`src/hdl/mrsm_pkg.sv`:
```
// ============================================================================
// mrsm_pkg
// Shared types and codes for the message ring space manager.
// ============================================================================
package mrsm_pkg;

    localparam int unsigned LEN_W  = 23;
    localparam int unsigned OFF_W  = 22;
    localparam int unsigned TS_W   = 64;
    localparam int unsigned VER_W  = 8;
    localparam int unsigned CNT_W  = 32;
    localparam int unsigned POS_W  = 32;
    localparam int unsigned KIND_W = 2;
    localparam int unsigned STAT_W = 2;

    localparam logic [KIND_W-1:0] KIND_WRITE  = 2'd0;
    localparam logic [KIND_W-1:0] KIND_READ   = 2'd1;
    localparam logic [KIND_W-1:0] KIND_REWIND = 2'd2;

    localparam logic [STAT_W-1:0] ST_OK    = 2'd0;
    localparam logic [STAT_W-1:0] ST_EMPTY = 2'd1;
    localparam logic [STAT_W-1:0] ST_LIMIT = 2'd2;
    localparam logic [STAT_W-1:0] ST_BIG   = 2'd3;

    typedef enum logic [4:0] {
        S_CLEAR,
        S_IDLE,
        S_DECODE,
        S_W_CHECK,
        S_W_RELRD,
        S_W_RELWR,
        S_W_PLAN,
        S_W_FULLRD,
        S_W_FULLWR,
        S_W_APPEND,
        S_R_SAFE,
        S_R_RD,
        S_R_EVAL,
        S_RESULT
    } t_state;

    typedef enum logic [2:0] {
        OP_NONE,
        OP_BIG,
        OP_EMPTY,
        OP_ZERO,
        OP_DESC_OK,
        OP_DESC_LIMIT,
        OP_WRITE_OK
    } t_res_op;

    typedef struct packed {
        logic    clr_step;
        logic    load;
        logic    rel_rd;
        logic    rel_wr;
        logic    plan;
        logic    full_rd;
        logic    app_wr;
        logic    rewind;
        logic    safe;
        logic    rd_rd;
        logic    skip;
        logic    adv_reader;
        t_res_op res_op;
        logic    res_load;
    } t_cmd;

    typedef struct packed {
        logic clr_done;
        logic is_write;
        logic is_read;
        logic is_rewind;
        logic too_big;
        logic need_rel;
        logic fits;
        logic ring_full;
        logic last_round;
        logic at_tail;
        logic rd_pad;
        logic rd_over;
    } t_sts;

endpackage

```
`src/hdl/mrsm_ctrl.sv`:
```
// ============================================================================
// mrsm_ctrl
// Sequencer for write, read and rewind words.
// ============================================================================
module mrsm_ctrl (
    input  logic             i_clk,
    input  logic             i_rst_n,
    input  logic             i_in_valid,
    output logic             o_in_ready,
    output logic             o_res_free,
    input  logic             i_res_taken,
    input  mrsm_pkg::t_sts   i_sts,
    output mrsm_pkg::t_cmd   o_cmd
);

    mrsm_pkg::t_state r_state, n_state;
    logic             r_pad_app, n_pad_app;

    always_ff @(posedge i_clk) begin
        if (!i_rst_n) begin
            r_state   <= mrsm_pkg::S_CLEAR;
            r_pad_app <= 1'b0;
        end else begin
            r_state   <= n_state;
            r_pad_app <= n_pad_app;
        end
    end

    assign o_res_free = i_res_taken;

    always_comb begin
        n_state   = r_state;
        n_pad_app = r_pad_app;
        unique case (r_state)
            mrsm_pkg::S_CLEAR:    if (i_sts.clr_done) n_state = mrsm_pkg::S_IDLE;
            mrsm_pkg::S_IDLE:     if (i_in_valid) n_state = mrsm_pkg::S_DECODE;
            mrsm_pkg::S_DECODE: begin
                if (i_sts.is_write) begin
                    n_state = i_sts.too_big ? mrsm_pkg::S_RESULT : mrsm_pkg::S_W_CHECK;
                end else if (i_sts.is_read) begin
                    n_state = mrsm_pkg::S_R_SAFE;
                end else begin
                    n_state = mrsm_pkg::S_RESULT;
                end
            end
            mrsm_pkg::S_W_CHECK:
                n_state = i_sts.need_rel ? mrsm_pkg::S_W_RELRD : mrsm_pkg::S_W_PLAN;
            mrsm_pkg::S_W_RELRD:  n_state = mrsm_pkg::S_W_RELWR;
            mrsm_pkg::S_W_RELWR:  n_state = mrsm_pkg::S_W_CHECK;
            mrsm_pkg::S_W_PLAN: begin
                if (!i_sts.fits && i_sts.last_round) begin
                    n_state = mrsm_pkg::S_RESULT;
                end else begin
                    n_pad_app = !i_sts.fits;
                    n_state   = i_sts.ring_full ? mrsm_pkg::S_W_FULLRD
                                                : mrsm_pkg::S_W_APPEND;
                end
            end
            mrsm_pkg::S_W_FULLRD: n_state = mrsm_pkg::S_W_FULLWR;
            mrsm_pkg::S_W_FULLWR: n_state = mrsm_pkg::S_W_APPEND;
            mrsm_pkg::S_W_APPEND:
                n_state = r_pad_app ? mrsm_pkg::S_W_CHECK : mrsm_pkg::S_RESULT;
            mrsm_pkg::S_R_SAFE:   n_state = mrsm_pkg::S_R_RD;
            mrsm_pkg::S_R_RD:     n_state = mrsm_pkg::S_R_EVAL;
            mrsm_pkg::S_R_EVAL: begin
                if (i_sts.at_tail || !i_sts.rd_pad) n_state = mrsm_pkg::S_RESULT;
                else                                n_state = mrsm_pkg::S_R_RD;
            end
            mrsm_pkg::S_RESULT:   if (i_res_taken) n_state = mrsm_pkg::S_IDLE;
            default:              n_state = mrsm_pkg::S_IDLE;
        endcase
    end

    always_comb begin
        o_cmd      = '0;
        o_in_ready = 1'b0;
        unique case (r_state)
            mrsm_pkg::S_CLEAR: o_cmd.clr_step = 1'b1;
            mrsm_pkg::S_IDLE: begin
                o_in_ready = 1'b1;
                o_cmd.load = i_in_valid;
            end
            mrsm_pkg::S_DECODE: begin
                if (i_sts.is_write) begin
                    if (i_sts.too_big) begin
                        o_cmd.res_op   = mrsm_pkg::OP_BIG;
                        o_cmd.res_load = 1'b1;
                    end
                end else if (!i_sts.is_read) begin
                    o_cmd.rewind   = i_sts.is_rewind;
                    o_cmd.res_op   = mrsm_pkg::OP_ZERO;
                    o_cmd.res_load = 1'b1;
                end
            end
            mrsm_pkg::S_W_RELRD:  o_cmd.rel_rd = 1'b1;
            mrsm_pkg::S_W_RELWR:  o_cmd.rel_wr = 1'b1;
            mrsm_pkg::S_W_PLAN: begin
                o_cmd.plan = 1'b1;
                if (!i_sts.fits && i_sts.last_round) begin
                    o_cmd.res_op   = mrsm_pkg::OP_BIG;
                    o_cmd.res_load = 1'b1;
                end
            end
            mrsm_pkg::S_W_FULLRD: o_cmd.rel_rd = 1'b1;
            mrsm_pkg::S_W_FULLWR: o_cmd.rel_wr = 1'b1;
            mrsm_pkg::S_W_APPEND: begin
                o_cmd.app_wr = 1'b1;
                if (!r_pad_app) begin
                    o_cmd.res_op   = mrsm_pkg::OP_WRITE_OK;
                    o_cmd.res_load = 1'b1;
                end
            end
            mrsm_pkg::S_R_SAFE:   o_cmd.safe = 1'b1;
            mrsm_pkg::S_R_RD:     o_cmd.rd_rd = 1'b1;
            mrsm_pkg::S_R_EVAL: begin
                if (i_sts.at_tail) begin
                    o_cmd.res_op   = mrsm_pkg::OP_EMPTY;
                    o_cmd.res_load = 1'b1;
                end else if (i_sts.rd_pad) begin
                    o_cmd.skip = 1'b1;
                end else if (i_sts.rd_over) begin
                    o_cmd.res_op   = mrsm_pkg::OP_DESC_LIMIT;
                    o_cmd.res_load = 1'b1;
                end else begin
                    o_cmd.adv_reader = 1'b1;
                    o_cmd.res_op     = mrsm_pkg::OP_DESC_OK;
                    o_cmd.res_load   = 1'b1;
                end
            end
            mrsm_pkg::S_RESULT: ;
            default: ;
        endcase
    end

    assert property (@(posedge i_clk) disable iff (!i_rst_n)
        o_in_ready |-> (r_state == mrsm_pkg::S_IDLE))
        else $error("ready outside idle");
    assert property (@(posedge i_clk) disable iff (!i_rst_n)
        o_cmd.app_wr |-> $past(r_state == mrsm_pkg::S_W_PLAN
                               || r_state == mrsm_pkg::S_W_FULLWR))
        else $error("append without plan");
    assert property (@(posedge i_clk) disable iff (!i_rst_n)
        (o_cmd.res_load && r_state != mrsm_pkg::S_DECODE) |=>
            (r_state == mrsm_pkg::S_RESULT))
        else $error("result not held");

endmodule

```
`config.mk`:
```
export PLATFORM = sky130hd
export DESIGN_NAME = mrsm_ctrl
export DESIGN_NICKNAME = d
export VERILOG_FILES = /design/src/hdl/mrsm_pkg.sv /design/src/hdl/mrsm_ctrl.sv
export SDC_FILE = /design/constraint.sdc
export NUM_CORES = 1
export LEC_CHECK = 0
export BUFFER_PORTS_ARGS = -buffer_cell sky130_fd_sc_hd__buf_2
export CAP_MARGIN = 20
export CORE_MARGIN = 4
export CORE_UTILIZATION = 45
export DETAILED_ROUTE_END_ITERATION = 10
export GPL_TIMING_DRIVEN = 0
export PLACE_DENSITY = 0.92
export SLEW_MARGIN = 30
export SYNTH_ARGS = -nofsm -noshare
export SYNTH_HDL_FRONTEND = slang
export SYNTH_SLANG_ARGS = --single-unit
```
`constraint.sdc`:
```
create_clock -name i_clk -period 3.65 [get_ports i_clk]
set_clock_uncertainty 0.15 [all_clocks]
set_input_delay 0.365 -clock i_clk [delete_from_list [all_inputs] [get_ports i_clk]]
set_output_delay 0.365 -clock i_clk [all_outputs]
set_load 0.03 [all_outputs]
```
Word level (Yosys, flattened, before mapping) --
Index checks and enable logic that the tools add are counted.
Word-level totals: bits in registers 6, input bits 16, output and inout port bits 18, logic and storage cells 65
Operators by class: equal/unequal tests 16, muxes and demuxes 37, bitwise logic cells 1, reduce and logical (&&, ||, !) cells 9
Operators with widths (count):
- $pmux W5 S14 | 1
- $mux W4 | 8
- $eq A5 B4 Y1 const B | 6
- $eq A5 B3 Y1 const B | 4
- $mux W5 | 4
- $pmux W4 S4 | 1
- $mux W1 | 14
- $mux W2 | 6
- $eq A5 B2 Y1 const B | 2
- $mux W3 | 3
- $ne A2 B2 Y1 const B | 3
- $eq A5 B1 Y1 const B | 1
- $logic_not A5 Y1 | 1
- $reduce_or A2 Y1 | 2
- $reduce_and A3 Y1 | 1
- $logic_not A1 Y1 | 2
- $reduce_and A2 Y1 | 1
- $logic_and A1 B1 Y1 | 1
- $logic_or A1 B1 Y1 | 1
- $not A1 Y1 | 1

Logic depth before layout (Yosys ltp) --
depth in word-level cells 4, depth in mapped cells 6, mapped depth without buffers 5

Worst setup path before layout --
OpenSTA, ideal clock, no wires.
path type reg2out, from register r_state[1], to output port o_cmd[14] (netlist bit), arrival 2154 ps, required time 3135 ps, setup slack 981 ps, cell stages (with the launch flop) 5, buffers on the path 2, cells stage by stage dfxtp_1 > buf_2 > buf_2 > nor4b_1 > and2_1
RTL lines:
- start, declared | RTL line mrsm_ctrl.sv:16 | mrsm_pkg::t_state r_state, n_state;
- start signal, assigned | RTL line mrsm_ctrl.sv:21 | r_state <= mrsm_pkg::S_CLEAR;
- start signal, assigned | RTL line mrsm_ctrl.sv:24 | r_state <= n_state;
- end, declared | RTL line mrsm_ctrl.sv:13 | output mrsm_pkg::t_cmd o_cmd

==> qor.txt <==
core box area: 0.00117 mm²
Layout area overhead: 34.7%
PortBufs: 32
final setup vio count: 0
vias per cell: 5.68
fraction of the yosys area taken by sequential cells: 17.0%
Hold WC Path Type: input pin to flip-flop
largest net degree at the start of global routing: 11
Max Cap Violations: 0
cell mode on critical path: buf_2
worst path cell trace: buf_2 > nor2_1 > nand3_1 > or3_1 > o21ai_0 > buf_2
Via Count: 789
clk root buf: clkbuf_4
outcome: completed
CTS tree: built
Post-synth EDFFs: 0
WS Path Type: flip-flop to output pin
GR Util met1: 23.5%
maximum vdd ir drop: 0.237 mV
vias in the first global route: 672
syn_area_per_cell: 6.61 µm²
Synth Instances: 89
cts hold-fix bufs: 0
Die ar.: 0.00195 mm²
# clock sinks: 5
met2 usage: 28.2%
Clock Pin Slew Worst Setup and Hold Paths: 40 ps
synth warn: 0
Power Density: 261 mW/mm²
Post-Route WL: 1.75 mm
final net count: 142
DR iter-0 viols: 29
Setup WS pre-CTS: 1620 ps
DR DRC count: 0
Reg2Reg Setup Slack: 2070 ps
max-slew violation count: 0
Final Cycle Share: 63.4%
CP required: 3130 ps
ys async rst share: 0%
Cell variety after synth: 35
Setup Total Neg Slack: 0 ps
initial antenna violation count: 0
slowest CP cell: or3_1
H-Tree Depth: 1
min setup slack post-route: 1340 ps
hpwl dp: 1.38 mm
GRT Total Usage: 19.0%
Clock Latency Late Sink: 250 ps
GRT busiest layer: met2
Setup Buffers After CTS: 0
die span in y: 44.2 µm
CP arrival: 1800 ps
CTS resizes: 0
CTS Buf Count: 3
Ant. Diodes: 0
routability congestion estimate: 0.922
DR pass1 iterations: 4
fmax: 432 MHz
Static Leak: 0.425 nW
initial core utilization: 50.2%
first-pass GRT wire length: 2.73 mm
Mapped Area: 588 µm²
GR Overflow Total: 0
crit end category: output pin
Final Hold Fails: 0
worst-case clock buffer depth: 2
Avg WL per Cell: 12.6 µm
hold_ws: 156 ps
row cnt: 12
synthesis-stage register bit count: 5
Net Count, Synth: 105
post-route ant nets: 0
die width: 44.2 µm
Top-Level Pins: 34
met3 GRT Util: 8.13%
unrepaired setup endpoints after global routing: false
slowest cell delay on critical path: 360 ps
Top FF cell, synth: dfxtp_1
startpoint class of the critical path: flip-flop
fraction of layout cells with a size suffix above 1: 37.6%
min cycle time layout: 2310 ps
fin util: 67.6%
crit-path max FO: 10
## metrics by stage
stage          instances  power [mW]  cell area, µm²
2_1_floorplan         89       0.116             588
3_3_place_gp         135       0.140             766
3_5_place_dp         135       0.142             766
4_1_cts              139       0.209             792
5_1_grt              139       0.224             792
6_report             139       0.207             792
## critical path: cells and delay by family (launching register included)
kind            cells  cell delay, ps
buf+inv             2             390
flops               1             310
compound gates      1             160
simple gates        3             670
## layout by cell type, fill, tap and decap left out, types with 3 or more instances in the layout
master | synthesis | final
buf_2 | 6 | 38
nor2_1 | 9 | 9
inv_1 | 4 | 4
nor3_1 | 5 | 5
a21oi_1 | 6 | 6
nand3_1 | 3 | 3
clkbuf_4 | 0 | 3
o21ai_0 | 5 | 5
nor2b_1 | 5 | 5
dfxtp_1 | 5 | 5
and2_1 | 3 | 3
nand2_1 | 7 | 7
## report_power, final
group / switching [mW] / internal, mW / total, mW / leakage (nW)
sequential: 0.00386 / 0.0577 / 0.0615 / 0.0406
combinational: 0.0504 / 0.0301 / 0.0805 / 0.370
clock: 0.0236 / 0.0414 / 0.0649 / 0.0150
total: 0.0778 / 0.129 / 0.207 / 0.425
## Yosys cell counts, types with 2 or more instances
master / n / area, µm²
a21oi_1: 6 / 30.0
a31oi_1: 2 / 12.5
a32oi_1: 2 / 17.5
and2_1: 3 / 18.8
buf_2: 6 / 30.0
buf_4: 2 / 15.0
dfxtp_1: 5 / 100
inv_1: 4 / 15.0
nand2_1: 7 / 26.3
nand2b_1: 2 / 12.5
nand3_1: 3 / 15.0
nor2_1: 9 / 33.8
nor2b_1: 5 / 31.3
nor3_1: 5 / 25.0
nor3b_1: 2 / 15.0
o21a_1: 2 / 15.0
o21ai_0: 5 / 25.0
or3_1: 2 / 12.5
## registers in the layout (all words and copies together), names as in the netlist
register,flops
r_pad_app,1
r_state,4
## final timing paths
path / from / endpoint / cells past startpoint
worst max-delay path: r_state[1]$_SDFFE_PN0P_ / o_cmd[1] / 6
worst min-delay path: i_sts[5] / r_pad_app$_SDFFE_PN0P_ / 2
worst max register to register: r_state[3]$_SDFFE_PN0P_ / r_state[1]$_SDFFE_PN0P_ / 5
worst min register to register: r_pad_app$_SDFFE_PN0P_ / r_pad_app$_SDFFE_PN0P_ / 2
## logic make-up after synthesis
family                 Yosys count  share of synthesized area, %
other                            1                         0.638
buffers and inverters           12                          10.2
and+or+nand+nor                 45                          42.1
AOI/OAI and AO/OA               26                          30.0
DFF                              5                          17.0
## metal layers
layer  part of all wire [%]  up-vias
met1                     42      337
met3                     14        4
met2                     43       52
li1                       -      396
met4                    1.6        0
met5                      0        -
## area by class of cell
type                            instances  area, µm²
Buffer                                  8       45.0
Clock buffer                            4       26.3
Fill cell                             109        379
Inverter                                4       15.0
Multi-Input combinational cell         72        428
Sequential cell                         5        100
Tap cell                               14       17.5
Timing Repair Buffer                   32        160
No activity file was read; power rests on OpenSTA's default activity.
